[src/hdl/sidmf_pkg.sv]
package sidmf_pkg;

  localparam int unsigned CAPACITY_DEF = 64;

  typedef enum logic [2:0] {
    FN_CHECK  = 3'd0,
    FN_ADD    = 3'd1,
    FN_REMOVE = 3'd2,
    FN_NONE   = 3'd3,
    FN_ALL    = 3'd4,
    FN_LIST   = 3'd5,
    FN_QUERY  = 3'd6,
    FN_SPARE  = 3'd7
  } func_t;

  typedef enum logic [1:0] {
    MODE_NONE = 2'd0,
    MODE_ALL  = 2'd1,
    MODE_LIST = 2'd2
  } mode_t;

  typedef enum logic [1:0] {
    ST_OK    = 2'd0,
    ST_NOSUP = 2'd1,
    ST_FULL  = 2'd2
  } status_t;

  typedef struct packed {
    logic [2:0]  func;
    logic [31:0] uid;
  } cmd_t;

  typedef struct packed {
    logic       passed;
    logic       was_member;
    logic [1:0] status;
    logic [1:0] prior_mode;
    logic [6:0] id_count;
  } rsp_t;

  typedef enum logic [2:0] {
    S_IDLE,
    S_SREAD,
    S_SCMP,
    S_SHIFT_RD,
    S_SHIFT_WR,
    S_DONE
  } state_t;

endpackage

[src/hdl/sorted_id_membership_filter.sv]
// Result strobe: mode commands, query and any word that needs no search go
//   straight from idle to the strobe state; a list search alternates a read
//   and a compare state per probe, and an add or remove that changes the
//   table then moves entries through shift read and write states first.
// Throughput: one word at a time; busy stays high through the strobe cycle.
//   Search and shift share the table's one read port and one write port.
// Reset: synchronous; mode goes to pass none and the count to zero. The
//   table is not cleared. The receiver cannot stall the result strobe.
module sorted_id_membership_filter #(
  parameter int unsigned CAPACITY = sidmf_pkg::CAPACITY_DEF
) (
  input  logic             clk,
  input  logic             rst,
  input  logic             start,
  input  sidmf_pkg::cmd_t  cmd,
  output logic             busy,
  output logic             done,
  output sidmf_pkg::rsp_t  rsp
);
  import sidmf_pkg::*;

  localparam int unsigned AW = (CAPACITY > 1) ? $clog2(CAPACITY) : 1;
  localparam int unsigned CW = $clog2(CAPACITY + 1);

  // table memory
  logic [31:0] mem [CAPACITY];
  logic [31:0] rd_data;
  logic [AW-1:0] rd_addr, wr_addr;
  logic [31:0] wr_data;
  logic rd_en, wr_en;

  always_ff @(posedge clk) begin
    if (wr_en) mem[wr_addr] <= wr_data;
    if (rd_en) rd_data <= mem[rd_addr];
  end

  // control registers
  state_t state, state_next;
  mode_t mode, mode_next;
  logic [CW-1:0] count, count_next;
  logic [CW-1:0] lo, lo_next, hi, hi_next, idx, idx_next;
  func_t fn, fn_next;
  logic [31:0] uid, uid_next;
  logic [31:0] hold, hold_next;
  logic found, found_next;
  mode_t prior, prior_next;
  rsp_t res, res_next;

  // midpoint with one spare bit for the sum
  logic [CW:0] mid_sum;
  logic [CW-1:0] mid;
  assign mid_sum = {1'b0, lo} + {1'b0, hi};
  assign mid = mid_sum[CW:1];

  always_ff @(posedge clk) begin
    if (rst) begin
      state <= S_IDLE;
      mode  <= MODE_NONE;
      count <= '0;
    end else begin
      state <= state_next;
      mode  <= mode_next;
      count <= count_next;
    end
    lo <= lo_next; hi <= hi_next; idx <= idx_next;
    fn <= fn_next; uid <= uid_next; hold <= hold_next;
    found <= found_next; prior <= prior_next; res <= res_next;
  end

  // wrap-up of a finished search
  rsp_t fin;
  logic [CW-1:0] fin_count;
  logic fin_shift;
  logic [CW-1:0] fin_idx;

  always_comb begin
    fin = '0;
    fin.prior_mode = prior;
    fin_count = count;
    fin_shift = 1'b0;
    fin_idx = count;
    case (fn)
      FN_CHECK: fin.passed = found;
      FN_ADD: begin
        fin.was_member = found;
        if (!found) begin
          if (count >= CW'(CAPACITY)) fin.status = ST_FULL;
          else begin
            fin_shift = 1'b1;
            fin_idx = count;
          end
        end
      end
      FN_REMOVE: begin
        fin.was_member = found;
        if (found) begin
          fin_shift = 1'b1;
          fin_idx = lo;
        end
      end
      default: ;
    endcase
    fin.id_count = 7'(fin_count);
  end

  always_comb begin
    state_next = state;
    mode_next = mode; count_next = count;
    lo_next = lo; hi_next = hi; idx_next = idx;
    fn_next = fn; uid_next = uid; hold_next = hold;
    found_next = found; prior_next = prior; res_next = res;
    rd_en = 1'b0; rd_addr = mid[AW-1:0];
    wr_en = 1'b0; wr_addr = idx[AW-1:0]; wr_data = hold;
    busy = (state != S_IDLE);
    done = (state == S_DONE);
    rsp = res;
    case (state)
      S_IDLE: begin
        if (start) begin
          fn_next = func_t'(cmd.func);
          uid_next = cmd.uid;
          prior_next = mode;
          lo_next = '0;
          hi_next = count;
          found_next = 1'b0;
          res_next = '0;
          res_next.prior_mode = mode;
          state_next = S_DONE;
          case (func_t'(cmd.func))
            FN_CHECK, FN_ADD, FN_REMOVE: begin
              if (mode == MODE_ALL) begin
                found_next = 1'b1;
                res_next.passed = (cmd.func == FN_CHECK);
                res_next.was_member = (cmd.func != FN_CHECK);
                res_next.status = (cmd.func == FN_REMOVE) ? ST_NOSUP : ST_OK;
                res_next.id_count = 7'(count);
              end else if (mode == MODE_NONE) begin
                if (cmd.func == FN_ADD) begin
                  // first id: becomes a one-entry list
                  wr_en = 1'b1; wr_addr = '0; wr_data = cmd.uid;
                  mode_next = MODE_LIST; count_next = CW'(1);
                  res_next.id_count = 7'd1;
                end else res_next.id_count = 7'(count);
              end else state_next = S_SREAD;
            end
            FN_NONE: begin mode_next = MODE_NONE; count_next = '0; end
            FN_ALL:  begin mode_next = MODE_ALL;  count_next = '0; end
            FN_LIST: begin mode_next = MODE_LIST; count_next = '0; end
            default: res_next.id_count = 7'(count);
          endcase
        end
      end
      // binary search: read mid, then compare
      S_SREAD: begin
        if (hi > lo) begin
          rd_en = 1'b1;
          state_next = S_SCMP;
        end else begin
          res_next = fin;
          if (fin_shift) begin
            idx_next = fin_idx;
            state_next = (fn == FN_ADD && fin_idx == lo) ? S_SHIFT_WR : S_SHIFT_RD;
            hold_next = uid;
          end else state_next = S_DONE;
        end
      end
      S_SCMP: begin
        if (uid > rd_data) begin
          lo_next = mid + CW'(1);
          state_next = S_SREAD;
        end else if (uid < rd_data) begin
          hi_next = mid;
          state_next = S_SREAD;
        end else begin
          lo_next = mid; hi_next = mid;
          found_next = 1'b1;
          state_next = S_SREAD;
        end
      end
      // add walks down from count, remove walks up from the hit
      S_SHIFT_RD: begin
        rd_en = 1'b1;
        rd_addr = (fn == FN_ADD) ? AW'(idx - CW'(1)) : AW'(idx + CW'(1));
        if (fn == FN_REMOVE && idx + CW'(1) >= count) begin
          rd_en = 1'b0;
          count_next = count - CW'(1);
          if (count == CW'(1)) mode_next = MODE_NONE;
          res_next.id_count = 7'(count - CW'(1));
          state_next = S_DONE;
        end else state_next = S_SHIFT_WR;
      end
      S_SHIFT_WR: begin
        wr_en = 1'b1;
        if (fn == FN_ADD && idx == lo) begin
          wr_data = uid;
          count_next = count + CW'(1);
          mode_next = MODE_LIST;
          res_next.id_count = 7'(count + CW'(1));
          state_next = S_DONE;
        end else begin
          wr_data = rd_data;
          idx_next = (fn == FN_ADD) ? idx - CW'(1) : idx + CW'(1);
          state_next = S_SHIFT_RD;
          if (fn == FN_ADD && idx - CW'(1) == lo) state_next = S_SHIFT_WR;
        end
      end
      S_DONE: state_next = S_IDLE;
      default: state_next = S_IDLE;
    endcase
  end

endmodule

[config.mk]
export PLATFORM = sky130hd
export DESIGN_NAME = sorted_id_membership_filter
export DESIGN_NICKNAME = d
export VERILOG_FILES = /design/src/hdl/sidmf_pkg.sv /design/src/hdl/sorted_id_membership_filter.sv
export SDC_FILE = /design/constraint.sdc
export NUM_CORES = 2
export LEC_CHECK = 0
export BUFFER_PORTS_ARGS = -buffer_cell sky130_fd_sc_hd__clkbuf_2
export CORE_ASPECT_RATIO = 2
export CORE_MARGIN = 3
export CORE_UTILIZATION = 40
export CTS_BUF_LIST = sky130_fd_sc_hd__clkbuf_4
export CTS_CLUSTER_SIZE = 24
export DETAILED_ROUTE_END_ITERATION = 7
export PLACE_DENSITY_LB_ADDON = 0.3
export SYNTH_ARGS = -nofsm -noshare
export SYNTH_HDL_FRONTEND = slang
export SYNTH_SLANG_ARGS = --single-unit
[constraint.sdc]
create_clock -name clk -period 6.95 [get_ports clk]
set_input_delay 1.39 -clock clk [delete_from_list [all_inputs] [get_ports clk]]
set_output_delay 1.39 -clock clk [all_outputs]
set_load 0.1 [all_outputs]
Word level (Yosys, flattened, before mapping)

Memory sizes are Yosys's and may differ from the RTL's. A register that Yosys moved wholly into a read port is not among the register bits.
Cells that the tools add are included.

Flip-flop bits (word level): 116
Memory bits (writable): 2048
Bits of input ports: 38
Output and inout port bits: 15
Memories: 1

$add $sub $neg: 6
$lt $le $gt $ge: 5
Equal/unequal tests: 32
Muxes and demuxes: 93
Bitwise gates (word level): 1
Reduce and logical (&&, ||, !) cells: 28

Memory list:

| memory | words | width | rd ports | clocked after Yosys merged registers in | write ports | line                              | RTL |
|---|---|---|---|---|---|---|---|
| mem    | 64    | 32    | 1        | 1                                       | 1           | sorted_id_membership_filter.sv:26 | `logic [31:0] mem [CAPACITY];` |

Operators by type and width:

| cell                                                                   | number |
|---|---|
| 32-bit 2-to-1 mux                                                      | 6 |
| 7-bit 2-to-1 mux                                                       | 19 |
| 7-bit one-hot mux with 2 select lines                                  | 5 |
| 32-bit one-hot mux with 2 select lines                                 | 1 |
| 6-bit 2-to-1 mux                                                       | 8 |
| 32-bit > comparator                                                    | 1 |
| 32-bit less-than comparator                                            | 1 |
| 7-bit one-hot mux with 4 select lines                                  | 1 |
| 3-bit 2-to-1 mux                                                       | 9 |
| 13-bit 2-to-1 mux                                                      | 2 |
| 7-bit by 1-bit adder with 7-bit output (second input constant)         | 3 |
| 7-bit equality test                                                    | 3 |
| 1-bit 2-to-1 mux                                                       | 21 |
| 7-bit one-hot mux with 3 select lines                                  | 1 |
| 2-bit 2-to-1 mux                                                       | 10 |
| 2-bit inequality test (second input constant)                          | 9 |
| 3-bit by 2-bit equality test with 1-bit output (second input constant) | 5 |
| 3-bit one-hot mux with 5 select lines                                  | 1 |
| 7-bit by 1-bit subtractor with 7-bit output (second input constant)    | 2 |
| 3-bit equality test (second input constant)                            | 4 |
| 3-bit inequality test (second input constant)                          | 4 |
| 6-bit one-hot mux with 2 select lines                                  | 1 |
| 3-bit AND reduction                                                    | 4 |
| 3-bit by 1-bit equality test with 1-bit output (second input constant) | 3 |
| other kinds (26)                                                       | 41 |

Logic depth before layout (Yosys ltp)

Depth in word-level cells: 9
Depth in mapped cells: 15
Gate-level depth less buffers: 11

Worst setup path before layout

Ideal clock, no wire load.

Kind: flip-flop to flip-flop
Start point: register lo[1]
End point: memory mem[0][0] (data pin)
Arrival: 4.716 ns
Slack: 1.532 ns
Stages on the path, launching flop included: 9
Path through: edfxtp_1 clkbuf_1 xor2_1 or4_1 nor4_1 buf_2 buf_1 mux2i_1 o21ai_0

Cells in the longest elaborated chain, start to end: 4

Ends and longest elaborated chain:

| element                                | line                               | RTL |
|---|---|---|
| from (decl)                            | sorted_id_membership_filter.sv:41  | `logic [CW-1:0] lo, lo_next, hi, hi_next, idx, idx_next;` |
| from (signal assigned)                 | sorted_id_membership_filter.sv:65  | `lo <= lo_next; hi <= hi_next; idx <= idx_next;` |
| 7-bit equality test                    | sorted_id_membership_filter.sv:194 | `if (fn == FN_ADD && idx == lo) begin` |
| 1-bit logical AND                      | sorted_id_membership_filter.sv:194 |  |
| 32-bit 2-to-1 mux                      | sorted_id_membership_filter.sv:194 |  |
| 32-bit one-hot mux with 2 select lines | sorted_id_membership_filter.sv:117 | `case (state)` |
| net wr_data[0]                         | sorted_id_membership_filter.sv:29  | `logic [31:0] wr_data;` |
| to (decl)                              | sorted_id_membership_filter.sv:26  |  |

The timed path passes the listed nets, and every way through them passes these cells.

Final worst setup path

Start point: register lo[0]
End point: register rd_data[13], read port of mem (data pin)

Cells in the longest elaborated chain, start to end: 3

Ends and longest elaborated chain:

| element                               | line                               | RTL |
|---|---|---|
| 7-bit > comparator                    | sorted_id_membership_filter.sv:155 | `if (hi > lo) begin` |
| 1-bit 2-to-1 mux                      | sorted_id_membership_filter.sv:155 |  |
| 1-bit one-hot mux with 2 select lines | sorted_id_membership_filter.sv:117 |  |
| to (decl)                             | sorted_id_membership_filter.sv:27  | `logic [31:0] rd_data;` |

Parallel ways exist; a longest one is shown, timed or not.
A chain may end at the register's enable or synchronous reset.

==> results.cfg <==
[timing]
unrepaired_setup_endpoints_after_global_routing = no
setup_viol_count_final = 0
finalMaxSlewViolations = 0
final-hold-violation-count = 0
fin_worst_skew_ns = 0.1460
slew_headroom_pct = 12.19
fin_crit_sh_pct = 74.94
fmaxAchievable_mhz = 192.0
period_needed_ns = 5.208
worst_slew_pin_slew_ns = 1.317
setup-tns-final_ns = 0

[synth]
ys_warnings = 0
synth.distinct_cells = 84
cell_types_occupying_the_most_area_after_synthesis = sky130_fd_sc_hd__edfxtp_1, sky130_fd_sc_hd__nand2_1, sky130_fd_sc_hd__nand3_1
netlist_instances = 6902
synth.net_count = 7000
postSynthAreaPerCell_um2 = 13.05
netlist_area_um2 = 90060
ys_seq_elements = 2196
ys.flop_type = sky130_fd_sc_hd__edfxtp_1
postSynth.asyncResetShare_pct = 0
synthDominantCellAreaShare_pct = 72.82
synth-seq-area-share_pct = 73.09
edff_count_synth = 2184
synth_top_cell_by_area = sky130_fd_sc_hd__edfxtp_1

[die]
die_y_um = 677.0
boundaryPins = 53
floorplan.rows = 245
floorplan.die_area_um2 = 231200
initial_utilization_pct = 40.36
die_width_um = 341.5
fp.coreArea_um2 = 223200

[detailed_routing]
viasPerCell = 5.605
drt_drc_violations_left = 0
routed_wire_per_std_cell_um = 25.90
routed_wl_mm = 270.5
detailroute.via_count = 58555
drt-pass1-iter-count = 8
drt_antenna_net_count = 0
drt-initial-drc-count = 5674

[global_routing]
globalRouteOverflowTotal = 0
grt_max_degree = 170
antenna_found_initial = 6
grt_overall_usage_pct = 23.01
grt_pass1_wl_mm = 392.1
grt_pass1_vias = 58632

[layout]
area_delta_synth_final_pct = 11.18
final_util_pct = 44.87
fraction_of_final_layout_cells_with_drive_strength_greater_than_1_pct = 15.55
layout.nets = 7247
fin_cells = 10447

[place]
port-buffer-count = 52
gp_weighted_congestion = 0.9020
dp.final_hpwl_mm = 163.9
placedCellCount = 9660

[setup_path]
end_kind = register
critical_path_required_ns = 7.99
cpMaxStageDelayCell = sky130_fd_sc_hd__and2_4
max_stage_delay_on_crit_path_ns = 0.98
critical_path_buf_inv_count = 1
crit_family = simple AND/OR/NAND/NOR gates
worst_setup_path_start_kind = register
path_cells = ha_1, fa_1, nand2b_1, a21oi_1, o21a_1, o21ai_0, and2_4, buf_4, nand3_1, and3_1, a31oi_1, nor4bb_2
path_max_fanout = 47
criticalPathCategory = register to register
cp.arrival_ns = 6.25

[clock_tree]
post_cts_resized = 0
clock_sinks = 2196
cts-buffers-inserted = 451
cts_tree = done
cts.repair_timing.setup_buffer_count = 0
ctsRootBufferMaster = sky130_fd_sc_hd__clkbuf_4
worst_skew_pair_latency_ns = 1.31
cts-root-to-sink-buffers = 4
postCtsHoldBufs = 0
htree_num_levels = 5
clk_pin_slew_worst_paths_ns = 0.08

[worst_hold_path]
kind_of_path_behind_the_tightest_hold_check = primary input to register

[flow_run]
drv_cap = 0

[run_status]
result_of_the_run = completed
==> kinds of logic (layout without fill, tap and decap cells) <==
kind of cell             count (synthesis)  in the layout  synth area share [%]
XOR/XNOR                                36             36                0.3501
adder cells (fa/ha/maj)                 60             60                0.8419
AND/OR/NAND/NOR                       3605           3605                 17.92
flip-flops                            2196           2196                 73.09
AO/OA/AOI/OAI                          393            393                 3.033
multiplexers                           110            110                 2.121
buffers and inverters                  502           1077                 2.644
other                                    0              6                     0
==> per-stage QoR <==
stage,cell area (um2),hold WS [ns],worst slack (ns)
finish,100100,0.3398,1.742
global route,100100,0.2829,1.578
CTS,100100,0.2239,1.785
detailed placement,94550,0.4823,1.678
global placement,94550,0.4694,1.797
floorplan,90060,0.4497,1.532
==> cells in the final DEF, fill, tap and decap left out, types with 8 or more instances in the layout <==
master                     count
sky130_fd_sc_hd__edfxtp_1   2184
sky130_fd_sc_hd__nand2_1    1966
sky130_fd_sc_hd__nand3_1    1234
sky130_fd_sc_hd__clkbuf_4    639
sky130_fd_sc_hd__buf_4       160
sky130_fd_sc_hd__clkinv_1    104
sky130_fd_sc_hd__and3_1       91
sky130_fd_sc_hd__a31oi_1      76
sky130_fd_sc_hd__nor2_4       66
sky130_fd_sc_hd__a311oi_1     64
sky130_fd_sc_hd__mux4_2       63
sky130_fd_sc_hd__ha_1         59
sky130_fd_sc_hd__inv_1        56
sky130_fd_sc_hd__clkbuf_2     52
sky130_fd_sc_hd__nor2_1       51
sky130_fd_sc_hd__nor3_1       49
sky130_fd_sc_hd__mux2i_1      44
sky130_fd_sc_hd__o21ai_0      44
sky130_fd_sc_hd__a21oi_1      39
sky130_fd_sc_hd__a22o_1       37
sky130_fd_sc_hd__o21ai_4      33
sky130_fd_sc_hd__a22oi_1      31
sky130_fd_sc_hd__nor4bb_2     31
sky130_fd_sc_hd__buf_12       25
sky130_fd_sc_hd__a21o_1       22
sky130_fd_sc_hd__xnor2_1      21
sky130_fd_sc_hd__clkinv_2     20
sky130_fd_sc_hd__nand4_1      18
sky130_fd_sc_hd__xor2_1       15
sky130_fd_sc_hd__dfxtp_1      12
sky130_fd_sc_hd__nand2b_1     11
sky130_fd_sc_hd__and3_2       11
sky130_fd_sc_hd__nor2b_1      10
sky130_fd_sc_hd__nor4_1        9
sky130_fd_sc_hd__or2_2         8
==> synthesized netlist by cell type (12+ instances only) <==
cell type / instances
sky130_fd_sc_hd__a21oi_1: 39
sky130_fd_sc_hd__nand4_1: 18
sky130_fd_sc_hd__clkbuf_1: 223
sky130_fd_sc_hd__nand2_1: 1968
sky130_fd_sc_hd__nand3_1: 1234
sky130_fd_sc_hd__ha_1: 59
sky130_fd_sc_hd__mux2i_1: 44
sky130_fd_sc_hd__buf_1: 25
sky130_fd_sc_hd__mux4_2: 63
sky130_fd_sc_hd__buf_2: 130
sky130_fd_sc_hd__buf_4: 39
sky130_fd_sc_hd__a21o_1: 22
sky130_fd_sc_hd__inv_1: 57
sky130_fd_sc_hd__nor2_1: 115
sky130_fd_sc_hd__and3_1: 92
sky130_fd_sc_hd__a22o_1: 37
sky130_fd_sc_hd__a31oi_1: 76
sky130_fd_sc_hd__dfxtp_1: 12
sky130_fd_sc_hd__nor4bb_2: 31
sky130_fd_sc_hd__xor2_1: 15
sky130_fd_sc_hd__a311oi_1: 64
sky130_fd_sc_hd__buf_6: 18
sky130_fd_sc_hd__o21ai_0: 75
sky130_fd_sc_hd__xnor2_1: 21
sky130_fd_sc_hd__nor3_1: 51
sky130_fd_sc_hd__edfxtp_1: 2184
sky130_fd_sc_hd__a22oi_1: 31
==> worst paths after layout <==
path / depth (start not counted) / endpoint / start / slack, ns
max reg2reg: 12 / rd_data[13] / lo[0] / 1.74
min reg2reg: 0 / hold[22] / uid[22] / 0.49
min: 1 / uid[5] / cmd[5] / 0.34
max: 12 / rd_data[13] / lo[0] / 1.74
==> registers in the layout (all words and copies together), names as in the netlist, 7 cells and up <==
register / count
idx: 7
count: 7
mem: 2048
rsp: 13
hi: 7
uid: 32
rd_data: 32
lo: 7
hold: 32
==> final cells by class <==
| type | count | area (um2) |
|---|---|---|
| Clock buffer | 639 | 4797 |
| Tap cell | 2964 | 3709 |
| Timing Repair Buffer | 237 | 1962 |
| Fill cell | 20190 | 123000 |
| Clock inverter | 142 | 772.0 |
| Antenna cell | 6 | 15.01 |
| Sequential cell | 2196 | 65820 |
| Multi-Input combinational cell | 4204 | 22830 |
| Inverter | 59 | 221.5 |
==> layer usage <==
metal  global-route usage [%]  wire length, um  up-vias
met5                        0                0        -
met4                    15.17            19510        0
met3                    3.618            17060      723
met2                    40.79           140700     2565
met1                    25.38            93280    29239
li1                         -                -    26028
==> worst reg2reg max path, cell delays in order, from the launching register on <==
cell and delay (ns):
sky130_fd_sc_hd__edfxtp_1 0.51, sky130_fd_sc_hd__ha_1 0.28, sky130_fd_sc_hd__fa_1 0.41, sky130_fd_sc_hd__nand2b_1 0.14, sky130_fd_sc_hd__a21oi_1 0.10, sky130_fd_sc_hd__o21a_1 0.19, sky130_fd_sc_hd__o21ai_0 0.71, sky130_fd_sc_hd__and2_4 0.98
sky130_fd_sc_hd__buf_4 0.45, sky130_fd_sc_hd__nand3_1 0.10, sky130_fd_sc_hd__and3_1 0.18, sky130_fd_sc_hd__a31oi_1 0.50, sky130_fd_sc_hd__nor4bb_2 0.38
Power is left out: the tool's default activity adds up to more than one toggle a clock period on the data nets, which glitch-free logic cannot reach.
